[config.mk]
export PLATFORM = sky130hd
export DESIGN_NAME = heightmap_surface_normal_unit
export DESIGN_NICKNAME = d
export VERILOG_FILES = /design/src/sv/hsn_pkg.sv /design/src/sv/heightmap_surface_normal_unit.sv /design/src/sv/hsn_sqsum.sv /design/src/sv/hsn_sqrt.sv /design/src/sv/hsn_div.sv
export SDC_FILE = /design/constraint.sdc
export NUM_CORES = 2
export LEC_CHECK = 0
export BUFFER_PORTS_ARGS = -buffer_cell sky130_fd_sc_hd__buf_4
export CORE_ASPECT_RATIO = 0.6
export CORE_MARGIN = 3
export CORE_UTILIZATION = 60
export DETAILED_ROUTE_END_ITERATION = 12
export GPL_ROUTABILITY_DRIVEN = 0
export HOLD_SLACK_MARGIN = 0.05
export PLACE_DENSITY_LB_ADDON = 0.3
export SYNTH_ARGS = -nofsm -noshare
export SYNTH_HDL_FRONTEND = slang
export SYNTH_SLANG_ARGS = --single-unit
[constraint.sdc]
create_clock -name i_clk -period 7.8 [get_ports i_clk]
set_clock_uncertainty 0.2 [all_clocks]
set_input_delay 1.56 -clock i_clk [delete_from_list [all_inputs] [get_ports i_clk]]
set_output_delay 1.56 -clock i_clk [all_outputs]
set_load 0.01 [all_outputs]
[src/sv/hsn_pkg.sv]
// Shared constants, types and state codes of the heightmap surface normal unit.
package hsn_pkg;

    localparam int HEIGHT_BITS = 16;
    localparam int FRAC_BITS   = 14;

    localparam int DIFF_W   = HEIGHT_BITS + 1;
    localparam int VEC_W    = HEIGHT_BITS + 2;
    localparam int MAG_W    = 20;
    localparam int SCALE_SH = 20;
    localparam int NUM_SH   = FRAC_BITS + 10;

    localparam int SUM_W  = 2 * MAG_W + 2;
    localparam int RAD_W  = SUM_W + SCALE_SH;
    localparam int ROOT_W = RAD_W / 2;
    localparam int REM_W  = ROOT_W + 2;

    localparam int QUO_W    = FRAC_BITS + 1;
    localparam int DIVD_W   = MAG_W + NUM_SH + 1;
    localparam int DIV_HI_W = DIVD_W - QUO_W;

    localparam int SQ_CNT_W   = $clog2(MAG_W);
    localparam int ROOT_CNT_W = $clog2(ROOT_W);
    localparam int DIV_CNT_W  = $clog2(QUO_W);

    localparam int XY_W = 16;
    localparam int Z_W  = 15;
    localparam int ONE_Q = 1 << FRAC_BITS;

    localparam int IN_DATA_W  = 5 * XY_W;
    localparam int IN_USER_W  = 9;
    localparam int OUT_DATA_W = 48;
    localparam int OUT_USER_W = 2;

    typedef enum logic [2:0] {
        ST_IDLE,
        ST_NORM,
        ST_SQR,
        ST_ROOT,
        ST_DIV,
        ST_OUT
    } t_state;

    typedef enum logic [1:0] {
        MODE_HOLD,
        MODE_CALC,
        MODE_UNDEF
    } t_mode;

    typedef struct packed {
        logic            undef;
        logic            held;
        logic [Z_W-1:0]  z;
        logic [XY_W-1:0] y;
        logic [XY_W-1:0] x;
    } t_normal;

endpackage

[src/sv/heightmap_surface_normal_unit.sv]
// Heightmap surface normal unit: neighbor decode, serial normalize, square, root, divide.
// Held and undefined items pass through r_res into the output register r_out.
// Computed normals go through up to 19 normalizing shifts, a 20-step squarer,
// a 31-step square root and 15-step dividers, run one after the other.
// One item at a time; a full output register holds the input.
// Synchronous active-low reset clears control and sets the stored normal to zero, undefined.
module heightmap_surface_normal_unit import hsn_pkg::*; (
    input  logic                  i_clk,
    input  logic                  i_rst_n,
    input  logic                  i_s_axis_tvalid,
    output logic                  o_s_axis_tready,
    // center_height, right_height, down_height, left_height, up_height
    input  logic [IN_DATA_W-1:0]  i_s_axis_tdata,
    // center_valid, neighbor_valid[3:0], edge_flags[3:0]
    input  logic [IN_USER_W-1:0]  i_s_axis_tuser,
    output logic                  o_m_axis_tvalid,
    input  logic                  i_m_axis_tready,
    // normal_x, normal_y, normal_z[14:0], zero pad
    output logic [OUT_DATA_W-1:0] o_m_axis_tdata,
    // held_previous, undefined_normal
    output logic [OUT_USER_W-1:0] o_m_axis_tuser
);

    logic signed [HEIGHT_BITS-1:0] w_c, w_r, w_d, w_l, w_u;
    logic signed [DIFF_W-1:0]      w_dr, w_dd, w_dl, w_du;
    logic signed [VEC_W-1:0]       w_er, w_ed, w_el, w_eu;
    logic signed [VEC_W-1:0]       w_vx, w_vy;
    logic                          w_vz_two;
    logic                          w_vr, w_vd, w_vl, w_vu;
    logic                          w_top, w_bot, w_lef, w_rig, w_tl, w_br, w_ok;
    t_mode                         w_mode;
    logic                          w_neg_x, w_neg_y;
    logic [VEC_W-1:0]              w_abs_x, w_abs_y;

    t_state           r_state, n_state;
    logic [MAG_W-1:0] r_mag_x, r_mag_y, r_mag_z, n_mag_x, n_mag_y, n_mag_z;
    logic             r_neg_x, r_neg_y, n_neg_x, n_neg_y;
    t_normal          r_res, n_res;
    t_normal          r_out, n_out;
    logic             r_out_valid, n_out_valid;
    logic [XY_W-1:0]  r_last_x, r_last_y, n_last_x, n_last_y;
    logic [Z_W-1:0]   r_last_z, n_last_z;
    logic             r_last_undef, n_last_undef;

    logic              w_sq_start, w_sq_done;
    logic [SUM_W-1:0]  w_sum;
    logic              w_root_start, w_root_done;
    logic [ROOT_W-1:0] w_root;
    logic              w_div_start, w_div_done, w_div_done_y, w_div_done_z;
    logic [QUO_W-1:0]  w_qx, w_qy, w_qz;
    logic [XY_W-1:0]   w_ext_x, w_ext_y;

    assign w_c = i_s_axis_tdata[0*XY_W +: HEIGHT_BITS];
    assign w_r = i_s_axis_tdata[1*XY_W +: HEIGHT_BITS];
    assign w_d = i_s_axis_tdata[2*XY_W +: HEIGHT_BITS];
    assign w_l = i_s_axis_tdata[3*XY_W +: HEIGHT_BITS];
    assign w_u = i_s_axis_tdata[4*XY_W +: HEIGHT_BITS];

    assign w_dr = DIFF_W'(w_c) - DIFF_W'(w_r);
    assign w_dd = DIFF_W'(w_c) - DIFF_W'(w_d);
    assign w_dl = DIFF_W'(w_c) - DIFF_W'(w_l);
    assign w_du = DIFF_W'(w_c) - DIFF_W'(w_u);
    assign w_er = VEC_W'(w_dr);
    assign w_ed = VEC_W'(w_dd);
    assign w_el = VEC_W'(w_dl);
    assign w_eu = VEC_W'(w_du);

    assign w_vr  = i_s_axis_tuser[0] & i_s_axis_tuser[1];
    assign w_vd  = i_s_axis_tuser[0] & i_s_axis_tuser[2];
    assign w_vl  = i_s_axis_tuser[0] & i_s_axis_tuser[3];
    assign w_vu  = i_s_axis_tuser[0] & i_s_axis_tuser[4];
    assign w_top = i_s_axis_tuser[5];
    assign w_bot = i_s_axis_tuser[6];
    assign w_lef = i_s_axis_tuser[7];
    assign w_rig = i_s_axis_tuser[8];
    assign w_tl  = w_top | w_lef;
    assign w_br  = w_bot | w_rig;

    always_comb begin
        w_mode   = MODE_HOLD;
        w_vx     = '0;
        w_vy     = '0;
        w_vz_two = 1'b0;
        w_ok     = 1'b0;
        if ((w_top && w_bot) || (w_lef && w_rig)) begin
            w_mode = MODE_HOLD;
        end else if (!w_tl && !w_br) begin
            w_vz_two = 1'b1;
            w_mode   = MODE_CALC;
            if (w_vr && w_vd && w_vl && w_vu) begin
                w_vx = w_el - w_er;
                w_vy = w_ed - w_eu;
            end else if (w_vr && w_vd && w_vl) begin
                w_vx = w_el - w_er;
                w_vy = w_ed + w_ed;
            end else if (w_vr && w_vd && w_vu) begin
                w_vx = -(w_er + w_er);
                w_vy = w_ed - w_eu;
            end else if (w_vr && w_vl && w_vu) begin
                w_vx = w_el - w_er;
                w_vy = -(w_eu + w_eu);
            end else if (w_vd && w_vl && w_vu) begin
                w_vx = w_el + w_el;
                w_vy = w_ed - w_eu;
            end else if (w_vr && w_vd) begin
                w_vx = -(w_er + w_er);
                w_vy = w_ed + w_ed;
            end else if (w_vl && w_vu) begin
                w_vx = w_el + w_el;
                w_vy = -(w_eu + w_eu);
            end else begin
                w_mode = MODE_HOLD;
            end
        end else begin
            if (w_tl && !w_br) begin
                w_ok = w_vr && w_vd;
                w_vx = -w_er;
                w_vy = w_ed;
            end else if (w_br && !w_tl) begin
                w_ok = w_vl && w_vu;
                w_vx = w_el;
                w_vy = -w_eu;
            end else if (w_top && w_rig) begin
                w_ok = w_vd && w_vl;
                w_vx = w_el;
                w_vy = w_ed;
            end else begin
                w_ok = w_vr && w_vu;
                w_vx = -w_er;
                w_vy = -w_eu;
            end
            w_mode = w_ok ? MODE_CALC : MODE_UNDEF;
        end
    end

    assign w_neg_x = w_vx[VEC_W-1];
    assign w_neg_y = w_vy[VEC_W-1];
    assign w_abs_x = w_neg_x ? VEC_W'(-w_vx) : VEC_W'(w_vx);
    assign w_abs_y = w_neg_y ? VEC_W'(-w_vy) : VEC_W'(w_vy);

    assign w_ext_x = XY_W'(w_qx);
    assign w_ext_y = XY_W'(w_qy);

    assign o_s_axis_tready = (r_state == ST_IDLE);

    always_comb begin
        n_state      = r_state;
        n_mag_x      = r_mag_x;
        n_mag_y      = r_mag_y;
        n_mag_z      = r_mag_z;
        n_neg_x      = r_neg_x;
        n_neg_y      = r_neg_y;
        n_res        = r_res;
        n_out        = r_out;
        n_out_valid  = r_out_valid;
        n_last_x     = r_last_x;
        n_last_y     = r_last_y;
        n_last_z     = r_last_z;
        n_last_undef = r_last_undef;
        w_sq_start   = 1'b0;
        w_root_start = 1'b0;
        w_div_start  = 1'b0;

        if (r_out_valid && i_m_axis_tready) begin
            n_out_valid = 1'b0;
        end

        case (r_state)
            ST_IDLE: begin
                if (i_s_axis_tvalid) begin
                    n_mag_x = MAG_W'(w_abs_x);
                    n_mag_y = MAG_W'(w_abs_y);
                    n_mag_z = MAG_W'(w_vz_two ? 2'd2 : 2'd1);
                    n_neg_x = w_neg_x;
                    n_neg_y = w_neg_y;
                    case (w_mode)
                        MODE_CALC: begin
                            n_state = ST_NORM;
                        end
                        MODE_UNDEF: begin
                            n_res   = '{undef: 1'b1, held: 1'b0, z: '0, y: '0, x: '0};
                            n_state = ST_OUT;
                        end
                        default: begin
                            n_res   = '{undef: r_last_undef, held: 1'b1, z: r_last_z,
                                        y: r_last_y, x: r_last_x};
                            n_state = ST_OUT;
                        end
                    endcase
                end
            end
            ST_NORM: begin
                if (r_mag_x[MAG_W-1] || r_mag_y[MAG_W-1] || r_mag_z[MAG_W-1]) begin
                    w_sq_start = 1'b1;
                    n_state    = ST_SQR;
                end else begin
                    n_mag_x = {r_mag_x[MAG_W-2:0], 1'b0};
                    n_mag_y = {r_mag_y[MAG_W-2:0], 1'b0};
                    n_mag_z = {r_mag_z[MAG_W-2:0], 1'b0};
                end
            end
            ST_SQR: begin
                if (w_sq_done) begin
                    w_root_start = 1'b1;
                    n_state      = ST_ROOT;
                end
            end
            ST_ROOT: begin
                if (w_root_done) begin
                    w_div_start = 1'b1;
                    n_state     = ST_DIV;
                end
            end
            ST_DIV: begin
                if (w_div_done) begin
                    n_res.x     = r_neg_x ? XY_W'(-w_ext_x) : w_ext_x;
                    n_res.y     = r_neg_y ? XY_W'(-w_ext_y) : w_ext_y;
                    n_res.z     = Z_W'(w_qz);
                    n_res.held  = 1'b0;
                    n_res.undef = 1'b0;
                    n_state     = ST_OUT;
                end
            end
            ST_OUT: begin
                if (!r_out_valid || i_m_axis_tready) begin
                    n_out       = r_res;
                    n_out_valid = 1'b1;
                    if (!r_res.held) begin
                        n_last_x     = r_res.x;
                        n_last_y     = r_res.y;
                        n_last_z     = r_res.z;
                        n_last_undef = r_res.undef;
                    end
                    n_state = ST_IDLE;
                end
            end
            default: begin
                n_state = ST_IDLE;
            end
        endcase
    end

    always_ff @(posedge i_clk) begin
        if (!i_rst_n) begin
            r_state      <= ST_IDLE;
            r_out_valid  <= 1'b0;
            r_last_x     <= '0;
            r_last_y     <= '0;
            r_last_z     <= '0;
            r_last_undef <= 1'b1;
        end else begin
            r_state      <= n_state;
            r_out_valid  <= n_out_valid;
            r_last_x     <= n_last_x;
            r_last_y     <= n_last_y;
            r_last_z     <= n_last_z;
            r_last_undef <= n_last_undef;
        end
    end

    always_ff @(posedge i_clk) begin
        r_mag_x <= n_mag_x;
        r_mag_y <= n_mag_y;
        r_mag_z <= n_mag_z;
        r_neg_x <= n_neg_x;
        r_neg_y <= n_neg_y;
        r_res   <= n_res;
        r_out   <= n_out;
    end

    hsn_sqsum u_sqsum (
        .i_clk   (i_clk),
        .i_rst_n (i_rst_n),
        .i_start (w_sq_start),
        .i_mag_x (r_mag_x),
        .i_mag_y (r_mag_y),
        .i_mag_z (r_mag_z),
        .o_done  (w_sq_done),
        .o_sum   (w_sum)
    );

    hsn_sqrt u_sqrt (
        .i_clk   (i_clk),
        .i_rst_n (i_rst_n),
        .i_start (w_root_start),
        .i_sum   (w_sum),
        .o_done  (w_root_done),
        .o_root  (w_root)
    );

    hsn_div u_div_x (
        .i_clk   (i_clk),
        .i_rst_n (i_rst_n),
        .i_start (w_div_start),
        .i_mag   (r_mag_x),
        .i_root  (w_root),
        .o_done  (w_div_done),
        .o_quo   (w_qx)
    );

    hsn_div u_div_y (
        .i_clk   (i_clk),
        .i_rst_n (i_rst_n),
        .i_start (w_div_start),
        .i_mag   (r_mag_y),
        .i_root  (w_root),
        .o_done  (w_div_done_y),
        .o_quo   (w_qy)
    );

    hsn_div u_div_z (
        .i_clk   (i_clk),
        .i_rst_n (i_rst_n),
        .i_start (w_div_start),
        .i_mag   (r_mag_z),
        .i_root  (w_root),
        .o_done  (w_div_done_z),
        .o_quo   (w_qz)
    );

    assign o_m_axis_tvalid = r_out_valid;
    assign o_m_axis_tdata  = {1'b0, r_out.z, r_out.y, r_out.x};
    assign o_m_axis_tuser  = {r_out.undef, r_out.held};

`ifndef SYNTHESIS
    a_z_bound: assert property (@(posedge i_clk) disable iff (!i_rst_n)
        o_m_axis_tvalid |-> (o_m_axis_tdata[2*XY_W +: Z_W] <= Z_W'(ONE_Q)))
        else $error("normal z above one");

    a_undef_zero: assert property (@(posedge i_clk) disable iff (!i_rst_n)
        (o_m_axis_tvalid && o_m_axis_tuser[1]) |-> (o_m_axis_tdata == '0))
        else $error("undefined normal with nonzero components");

    a_div_lanes: assert property (@(posedge i_clk) disable iff (!i_rst_n)
        (w_div_done || w_div_done_y || w_div_done_z) |->
            (w_div_done && w_div_done_y && w_div_done_z && r_state == ST_DIV))
        else $error("divider lanes out of step");
`endif

endmodule

[src/sv/hsn_sqsum.sv]
// Bit-serial sum of squares of three magnitudes, most significant bit first.
module hsn_sqsum import hsn_pkg::*; (
    input  logic             i_clk,
    input  logic             i_rst_n,
    input  logic             i_start,
    input  logic [MAG_W-1:0] i_mag_x,
    input  logic [MAG_W-1:0] i_mag_y,
    input  logic [MAG_W-1:0] i_mag_z,
    output logic             o_done,
    output logic [SUM_W-1:0] o_sum
);

    logic [MAG_W-1:0]    r_mx, r_my, r_mz;
    logic [MAG_W-1:0]    r_bx, r_by, r_bz;
    logic [SUM_W-1:0]    r_acc;
    logic [SQ_CNT_W-1:0] r_cnt;
    logic                r_busy;
    logic                r_done;
    logic [MAG_W+1:0]    w_pp;

    always_comb begin
        w_pp = (r_bx[MAG_W-1] ? (MAG_W+2)'(r_mx) : '0)
             + (r_by[MAG_W-1] ? (MAG_W+2)'(r_my) : '0)
             + (r_bz[MAG_W-1] ? (MAG_W+2)'(r_mz) : '0);
    end

    always_ff @(posedge i_clk) begin
        if (!i_rst_n) begin
            r_busy <= 1'b0;
            r_done <= 1'b0;
            r_cnt  <= '0;
        end else begin
            r_done <= 1'b0;
            if (i_start) begin
                r_busy <= 1'b1;
                r_cnt  <= '0;
            end else if (r_busy) begin
                r_cnt <= r_cnt + 1'b1;
                if (r_cnt == SQ_CNT_W'(MAG_W - 1)) begin
                    r_busy <= 1'b0;
                    r_done <= 1'b1;
                end
            end
        end
    end

    always_ff @(posedge i_clk) begin
        if (i_start) begin
            r_mx  <= i_mag_x;
            r_my  <= i_mag_y;
            r_mz  <= i_mag_z;
            r_bx  <= i_mag_x;
            r_by  <= i_mag_y;
            r_bz  <= i_mag_z;
            r_acc <= '0;
        end else if (r_busy) begin
            r_acc <= {r_acc[SUM_W-2:0], 1'b0} + SUM_W'(w_pp);
            r_bx  <= {r_bx[MAG_W-2:0], 1'b0};
            r_by  <= {r_by[MAG_W-2:0], 1'b0};
            r_bz  <= {r_bz[MAG_W-2:0], 1'b0};
        end
    end

    assign o_done = r_done;
    assign o_sum  = r_acc;

endmodule

[src/sv/hsn_sqrt.sv]
// Digit-by-digit integer square root of the scaled sum, two radicand bits per cycle.
module hsn_sqrt import hsn_pkg::*; (
    input  logic              i_clk,
    input  logic              i_rst_n,
    input  logic              i_start,
    input  logic [SUM_W-1:0]  i_sum,
    output logic              o_done,
    output logic [ROOT_W-1:0] o_root
);

    logic [RAD_W-1:0]      r_rad;
    logic [REM_W-1:0]      r_rem;
    logic [ROOT_W-1:0]     r_root;
    logic [ROOT_CNT_W-1:0] r_cnt;
    logic                  r_busy;
    logic                  r_done;
    logic [REM_W+1:0]      w_rem_sh;
    logic [REM_W+1:0]      w_trial;
    logic                  w_take;

    assign w_rem_sh = {r_rem, r_rad[RAD_W-1 -: 2]};
    assign w_trial  = (REM_W+2)'({r_root, 2'b01});
    assign w_take   = (w_rem_sh >= w_trial);

    always_ff @(posedge i_clk) begin
        if (!i_rst_n) begin
            r_busy <= 1'b0;
            r_done <= 1'b0;
            r_cnt  <= '0;
        end else begin
            r_done <= 1'b0;
            if (i_start) begin
                r_busy <= 1'b1;
                r_cnt  <= '0;
            end else if (r_busy) begin
                r_cnt <= r_cnt + 1'b1;
                if (r_cnt == ROOT_CNT_W'(ROOT_W - 1)) begin
                    r_busy <= 1'b0;
                    r_done <= 1'b1;
                end
            end
        end
    end

    always_ff @(posedge i_clk) begin
        if (i_start) begin
            r_rad  <= {i_sum, SCALE_SH'(0)};
            r_rem  <= '0;
            r_root <= '0;
        end else if (r_busy) begin
            r_rad <= {r_rad[RAD_W-3:0], 2'b00};
            if (w_take) begin
                r_rem  <= REM_W'(w_rem_sh - w_trial);
                r_root <= {r_root[ROOT_W-2:0], 1'b1};
            end else begin
                r_rem  <= REM_W'(w_rem_sh);
                r_root <= {r_root[ROOT_W-2:0], 1'b0};
            end
        end
    end

    assign o_done = r_done;
    assign o_root = r_root;

endmodule

[src/sv/hsn_div.sv]
// Restoring divider lane, one quotient bit per cycle, rounded by half the divisor.
module hsn_div import hsn_pkg::*; (
    input  logic              i_clk,
    input  logic              i_rst_n,
    input  logic              i_start,
    input  logic [MAG_W-1:0]  i_mag,
    input  logic [ROOT_W-1:0] i_root,
    output logic              o_done,
    output logic [QUO_W-1:0]  o_quo
);

    logic [DIVD_W-1:0]    w_dvd;
    logic [ROOT_W-1:0]    r_rem;
    logic [QUO_W-1:0]     r_lo;
    logic [ROOT_W-1:0]    r_div;
    logic [QUO_W-1:0]     r_quo;
    logic [DIV_CNT_W-1:0] r_cnt;
    logic                 r_busy;
    logic                 r_done;
    logic [ROOT_W:0]      w_sh;
    logic                 w_take;

    assign w_dvd  = {1'b0, i_mag, NUM_SH'(0)} + DIVD_W'(i_root >> 1);
    assign w_sh   = {r_rem, r_lo[QUO_W-1]};
    assign w_take = (w_sh >= {1'b0, r_div});

    always_ff @(posedge i_clk) begin
        if (!i_rst_n) begin
            r_busy <= 1'b0;
            r_done <= 1'b0;
            r_cnt  <= '0;
        end else begin
            r_done <= 1'b0;
            if (i_start) begin
                r_busy <= 1'b1;
                r_cnt  <= '0;
            end else if (r_busy) begin
                r_cnt <= r_cnt + 1'b1;
                if (r_cnt == DIV_CNT_W'(QUO_W - 1)) begin
                    r_busy <= 1'b0;
                    r_done <= 1'b1;
                end
            end
        end
    end

    always_ff @(posedge i_clk) begin
        if (i_start) begin
            r_rem <= ROOT_W'(w_dvd[DIVD_W-1:QUO_W]);
            r_lo  <= w_dvd[QUO_W-1:0];
            r_div <= i_root;
            r_quo <= '0;
        end else if (r_busy) begin
            r_lo <= {r_lo[QUO_W-2:0], 1'b0};
            if (w_take) begin
                r_rem <= ROOT_W'(w_sh - {1'b0, r_div});
                r_quo <= {r_quo[QUO_W-2:0], 1'b1};
            end else begin
                r_rem <= ROOT_W'(w_sh);
                r_quo <= {r_quo[QUO_W-2:0], 1'b0};
            end
        end
    end

    assign o_done = r_done;
    assign o_quo  = r_quo;

endmodule

Yosys cells after proc, flatten, opt, wreduce, memory -nomap -nowiden. Index checks and enable logic that the tools add are counted.

Order comparisons: 4. Multiplexer cells: 125. Bitwise gates (word level): 11. Reduce and logical (&&, ||, !) cells: 44. Add/sub/neg operators: 33. Eq/ne operators: 20.

Operators with widths (number): two-way mux 18 bit (26); two-way mux 20 bit (15); case mux 49 bit (2 select lines) (2); two-way mux 30 bit (6); adder 44 x 30 -> 45 bit (3); two-way mux 62 bit (2); case mux 20 bit (2 select lines) (3); two-way mux 49 bit (2); greater-or-equal comparator 32 x 31 -> 1 bit (3); two-way mux 31 bit (3); subtractor 31 bit (3); two-way mux 15 bit (6); adder 17 x 17 -> 18 bit (4); negation 18 bit (4); subtractor 16 x 16 -> 17 bit (4); two-way mux 1 bit (45); adder 22 bit (2); adder 42 x 22 -> 42 bit (1); negation 17 -> 18 bit (2); subtractor 17 x 17 -> 18 bit (2); greater-or-equal comparator 35 x 33 -> 1 bit (1); two-way mux 33 bit (1); subtractor 33 bit (1); two-way mux 16 bit (2); 29 further kinds (94).

Output and inout bits: 52. Word-level logic and storage cells: 294. Register bits after elaboration: 724.

Longest topological paths before layout.
Depth in word-level cells: 16. Depth in mapped cells: 29. Depth with buffers taken out: 28.

By module. From an unflattened synthesis, not the netlist that was laid out.

Cells, all modules: 5266. Area, all modules: 50970.1 µm².

Modules (own cells, without submodules): hsn_div (times used 3, area each 6090.8 µm², cells an instance 602); heightmap_surface_normal_unit (times used 1, area each 17305.3 µm², cells an instance 2030); hsn_sqsum (times used 1, area each 8847.2 µm², cells an instance 751); hsn_sqrt (times used 1, area each 6545.0 µm², cells an instance 679).

Worst setup path after synthesis. OpenSTA, ideal clock, no wires.

Path type: input -> register. Start: in i_s_axis_tvalid. End: reg r_mag_x[0] (enable). Data arrival time: 5701 ps. Slack: 1347 ps. Stages: 2. Required time: 7048 ps. Cell sequence: mux2i_1 -> nor3_1.

Cells in the longest elaborated chain, start to end: 2.

RTL lines: from (decl) (RTL line heightmap_surface_normal_unit.sv:10) `input logic i_s_axis_tvalid,`; inequality test 2 bit (no source line); AND reduction 3 bit (no source line); to (signal assigned) (RTL line heightmap_surface_normal_unit.sv:262) `r_mag_x <= n_mag_x;`; to (decl) (RTL line heightmap_surface_normal_unit.sv:36) `logic [MAG_W-1:0] r_mag_x, r_mag_y, r_mag_z, n_mag_x, n_mag_y, n_mag_z;`.

Every way passes these cells. A chain may end at the register's enable or synchronous reset.

Final worst setup path.
Start: reg u_sqsum.r_bx[19]. End: reg u_sqsum.r_acc[37], in the netlist u_sqsum.o_sum[37].

Cells in the longest elaborated chain, start to end: 4.

RTL lines: from (decl) (RTL line hsn_sqsum.sv:14) `logic [MAG_W-1:0] r_bx, r_by, r_bz;`; from (signal assigned) (RTL line hsn_sqsum.sv:52) `r_bx <= i_mag_x;`; from (signal assigned) (RTL line hsn_sqsum.sv:58) `r_bx <= {r_bx[MAG_W-2:0], 1'b0};`; two-way mux 20 bit (RTL line hsn_sqsum.sv:22) `w_pp = (r_bx[MAG_W-1] ? (MAG_W+2)'(r_mx) : '0)`; adder 22 bit (RTL line hsn_sqsum.sv:23) `+ (r_by[MAG_W-1] ? (MAG_W+2)'(r_my) : '0)`; adder 22 bit (RTL line hsn_sqsum.sv:24) `+ (r_bz[MAG_W-1] ? (MAG_W+2)'(r_mz) : '0);`; adder 42 x 22 -> 42 bit (RTL line hsn_sqsum.sv:57) `r_acc <= {r_acc[SUM_W-2:0], 1'b0} + SUM_W'(w_pp);`; to (signal assigned) (RTL line hsn_sqsum.sv:57); to (decl) (RTL line hsn_sqsum.sv:15) `logic [SUM_W-1:0] r_acc;`.

Every way passes these cells.

==> impl_results.md <==
* Diode count at 0
* Leakage at 20.6 nW
* Proportion of layout cells with a drive suffix above 1 at 7.30%
* I/O Pins at 145
* Total wire length at 131000 um
* Synth cell count leaders: 877 x nand2_1, 488 x edfxtp_1, 409 x nor2_1
* PwrDens at 307 nW/um^2
* Routed via count at 39500
* Post-DP HPWL at between 90000 and 100000 um
* Vias in the first global route at 36300
* Crit path required time at 8140 ps
* Tmin final at 6780 ps
* Layout Nets at approximately 5700
* Synth async-reset ratio at 0%
* Layout area overhead at 9.09%
* Top cell type by total area after synthesis: edfxtp_1
* Period utilisation layout at 87.0%
* FF+latch count, synth at 724
* Hold buffers post-CTS at 0
* DRC at 0
* Relative slew slack at 20.2%
* Die H at 222 um
* Pre-antenna DRT Iters at 10
* Count of input and output buffers at between 100 and 150
* Fmax achieved at 147 MHz
* Critical path's slowest cell: edfxtp_1
* Postcts setup bufs at 0
* Worst skew pair latency at 640 ps
* DR WL/cell at 20.6 um
* CTS tree: done
* Worst vdd ir at between 300 and 400 uV
* Synth top area share at 31.4%
* Core box area at 76300 um^2
* Antenna Violating Nets Remaining at 0
* Die area at 81400 um^2
* H-tree level count at 3
* Max Cap Violations at 0
* Tot Pwr at 15.6 mW
* Sequential share of the synthesized area at 41.5%
* Number of flops mapped to enable cells by yosys at 488
* Final hold violations at 0
* Critical Path End Type: flip-flop
* Setup_tns at 0 ps
* Worst slew pin tran at 1200 ps
* Worst-path fanout max at 7
* Count of final setup violators at 0
* Non-Filler Instances at 6338
* Crit path top cell by count: a21oi_1
* HP Class: flip-flop to flip-flop
* Clk sink count at between 700 and 800
* Tot GR Track Use at 31.3%
* Synth warnings at 0
* 1st-iter DRT viols at slightly above 5000
* DP Area at around 49000 um^2
* Placed insts at approximately 6200
* First-pass GRT wire length at 204000 um
* Largest net degree at the start of global routing at 111
* Initial Util at 61.2%
* Status: complete, no violations
* Post-synth cell types at 109
* Slew Viols, Final at 0
* Vias per Instance at 6.23
* Initial antenna violation count at 3
* Total grt overflow at 0
* Synthesized Nets at about 5600
* Clk buf depth at 3
* Floorplan die width at 366 um
* Post-route design area at 51000 um^2
* Synth area leaders: edfxtp_1 31%, dfxtp_1 10%, ha_1 8.0%, nand2_1 7.0%, a21oi_1 4.3%
* Syn Area/Cell at 8.99 um^2
* RSZ-0062 raised after global routing: no
* CP Launch Type: flip-flop
* Post-synthesis cell area at 46700 um^2
* Clock Pin Slew Worst Setup and Hold Paths at 70 ps
* Critical path class: flip-flop to flip-flop
* Rows at 78
* Resized Gates After CTS at 0
* Cell count after synthesis at 5196
* Max incr delay on CP at 600 ps
* Count leader, synth: nand2_1
* Primary FF master, synth: edfxtp_1
* Critical Path AT at a little over 7000 ps
* CTS buffer count at 68
* Clock root cell: clkbuf_16
[metrics by stage]
step / worst slack [ps] / hold slack, ps / util (%)
final: 1020 / 244 / 66.8
after global routing: 684 / 261 / 66.8
after CTS: 1140 / 242 / 66.8
after detailed placement: 858 / 233 / 63.8
after global placement: 1070 / 233 / 63.8
after floorplan: 1350 / 224 / -
[metal layers]
metal	global-route usage (%)	vias up	part of all wire (%)
met4	5.16	2	1.4
met2	41.5	2140	38
met5	0	-	0.0092
met1	48.7	18600	45
li1	-	18500	-
met3	11.4	186	15
[logic make-up (layout without fill, tap and decap cells)]
logic type	Yosys count	in the layout	synth area share [%]
other	1	1	0.00803
AOI/OAI and AO/OA	1295	1295	17.5
buffers and inverters	505	607	4.10
and+or+nand+nor	1842	1842	17.7
muxes	144	144	3.10
adders and majority gates	331	331	9.41
xor gates and xnor gates	354	354	6.69
DFF	724	724	41.5
[where the power goes]
| part | total [mW] | switching [mW] | leakage [nW] | internal (mW) |
|---|---|---|---|---|
| logic | 6.17 | 3.78 | 13.0 | 2.40 |
| clock network | 3.41 | 1.54 | 1.11 | 1.87 |
| registers | 6.03 | 0.788 | 6.50 | 5.25 |
[flip-flops by register name (all words and copies together), names as in the netlist, 20 cells and up]
signal          count
r_res              49
o_m_axis_tdata     47
u_sqrt.r_rad       42
u_sqsum.o_sum      42
u_sqrt.r_rem       33
u_div_x.r_div      31
u_div_x.r_rem      31
u_div_y.r_rem      31
u_div_z.r_rem      31
u_sqrt.o_root      31
r_mag_x            20
r_mag_y            20
r_mag_z            20
u_sqsum.r_bx       20
u_sqsum.r_by       20
u_sqsum.r_bz       20
u_sqsum.r_mx       20
u_sqsum.r_my       20
u_sqsum.r_mz       20
[worst max-delay path: cells and delay by family, from the launching register on]
family                   cells  cell delay [ps]
XOR/XNOR                     2              320
AND/OR/NAND/NOR              7             1340
buffers and inverters        1               40
flip-flops                   1              600
adder cells (fa/ha/maj)      4             1550
AO/OA/AOI/OAI               13             2650
[cell type report]
class | count | area [um^2]
multi-input cells | 3967 | 25500
clock inverters | 34 | 358
well taps | 1040 | 1300
repair buffers | 191 | 1430
flip-flops and latches | 724 | 19400
clock buffers | 90 | 1890
inverters | 292 | 1100
fillers | 6087 | 25400
[path summary, 6_finish.rpt]
check / to / cells after the start / from / slack [ps]
worst max-delay path: u_sqsum.o_sum[37]$_SDFFE_PP0P_ / 27 / u_sqsum.r_bx[19]$_DFFE_PP_ / 1020
worst min-delay path: o_m_axis_tdata[8]$_DFFE_PP_ / 0 / r_res[8]$_DFFE_PP_ / 240
worst max register to register: u_sqsum.o_sum[37]$_SDFFE_PP0P_ / 27 / u_sqsum.r_bx[19]$_DFFE_PP_ / 1020
worst min register to register: o_m_axis_tdata[8]$_DFFE_PP_ / 0 / r_res[8]$_DFFE_PP_ / 240
[cells in the final DEF (no fill, tap or decap), types with 140 or more instances in the layout]
cell      synthesis  routed
nand2_1         877     872
edfxtp_1        488     488
nor2_1          409     408
a21oi_1         403     402
o21ai_0         301     301
ha_1            297     297
inv_1           289     287
dfxtp_1         236     234
xnor2_1         208     208
buf_4             1     191
xor2_1          143     143
mux2i_1         140     140
Note: power is estimated with default switching activity, not from simulation.
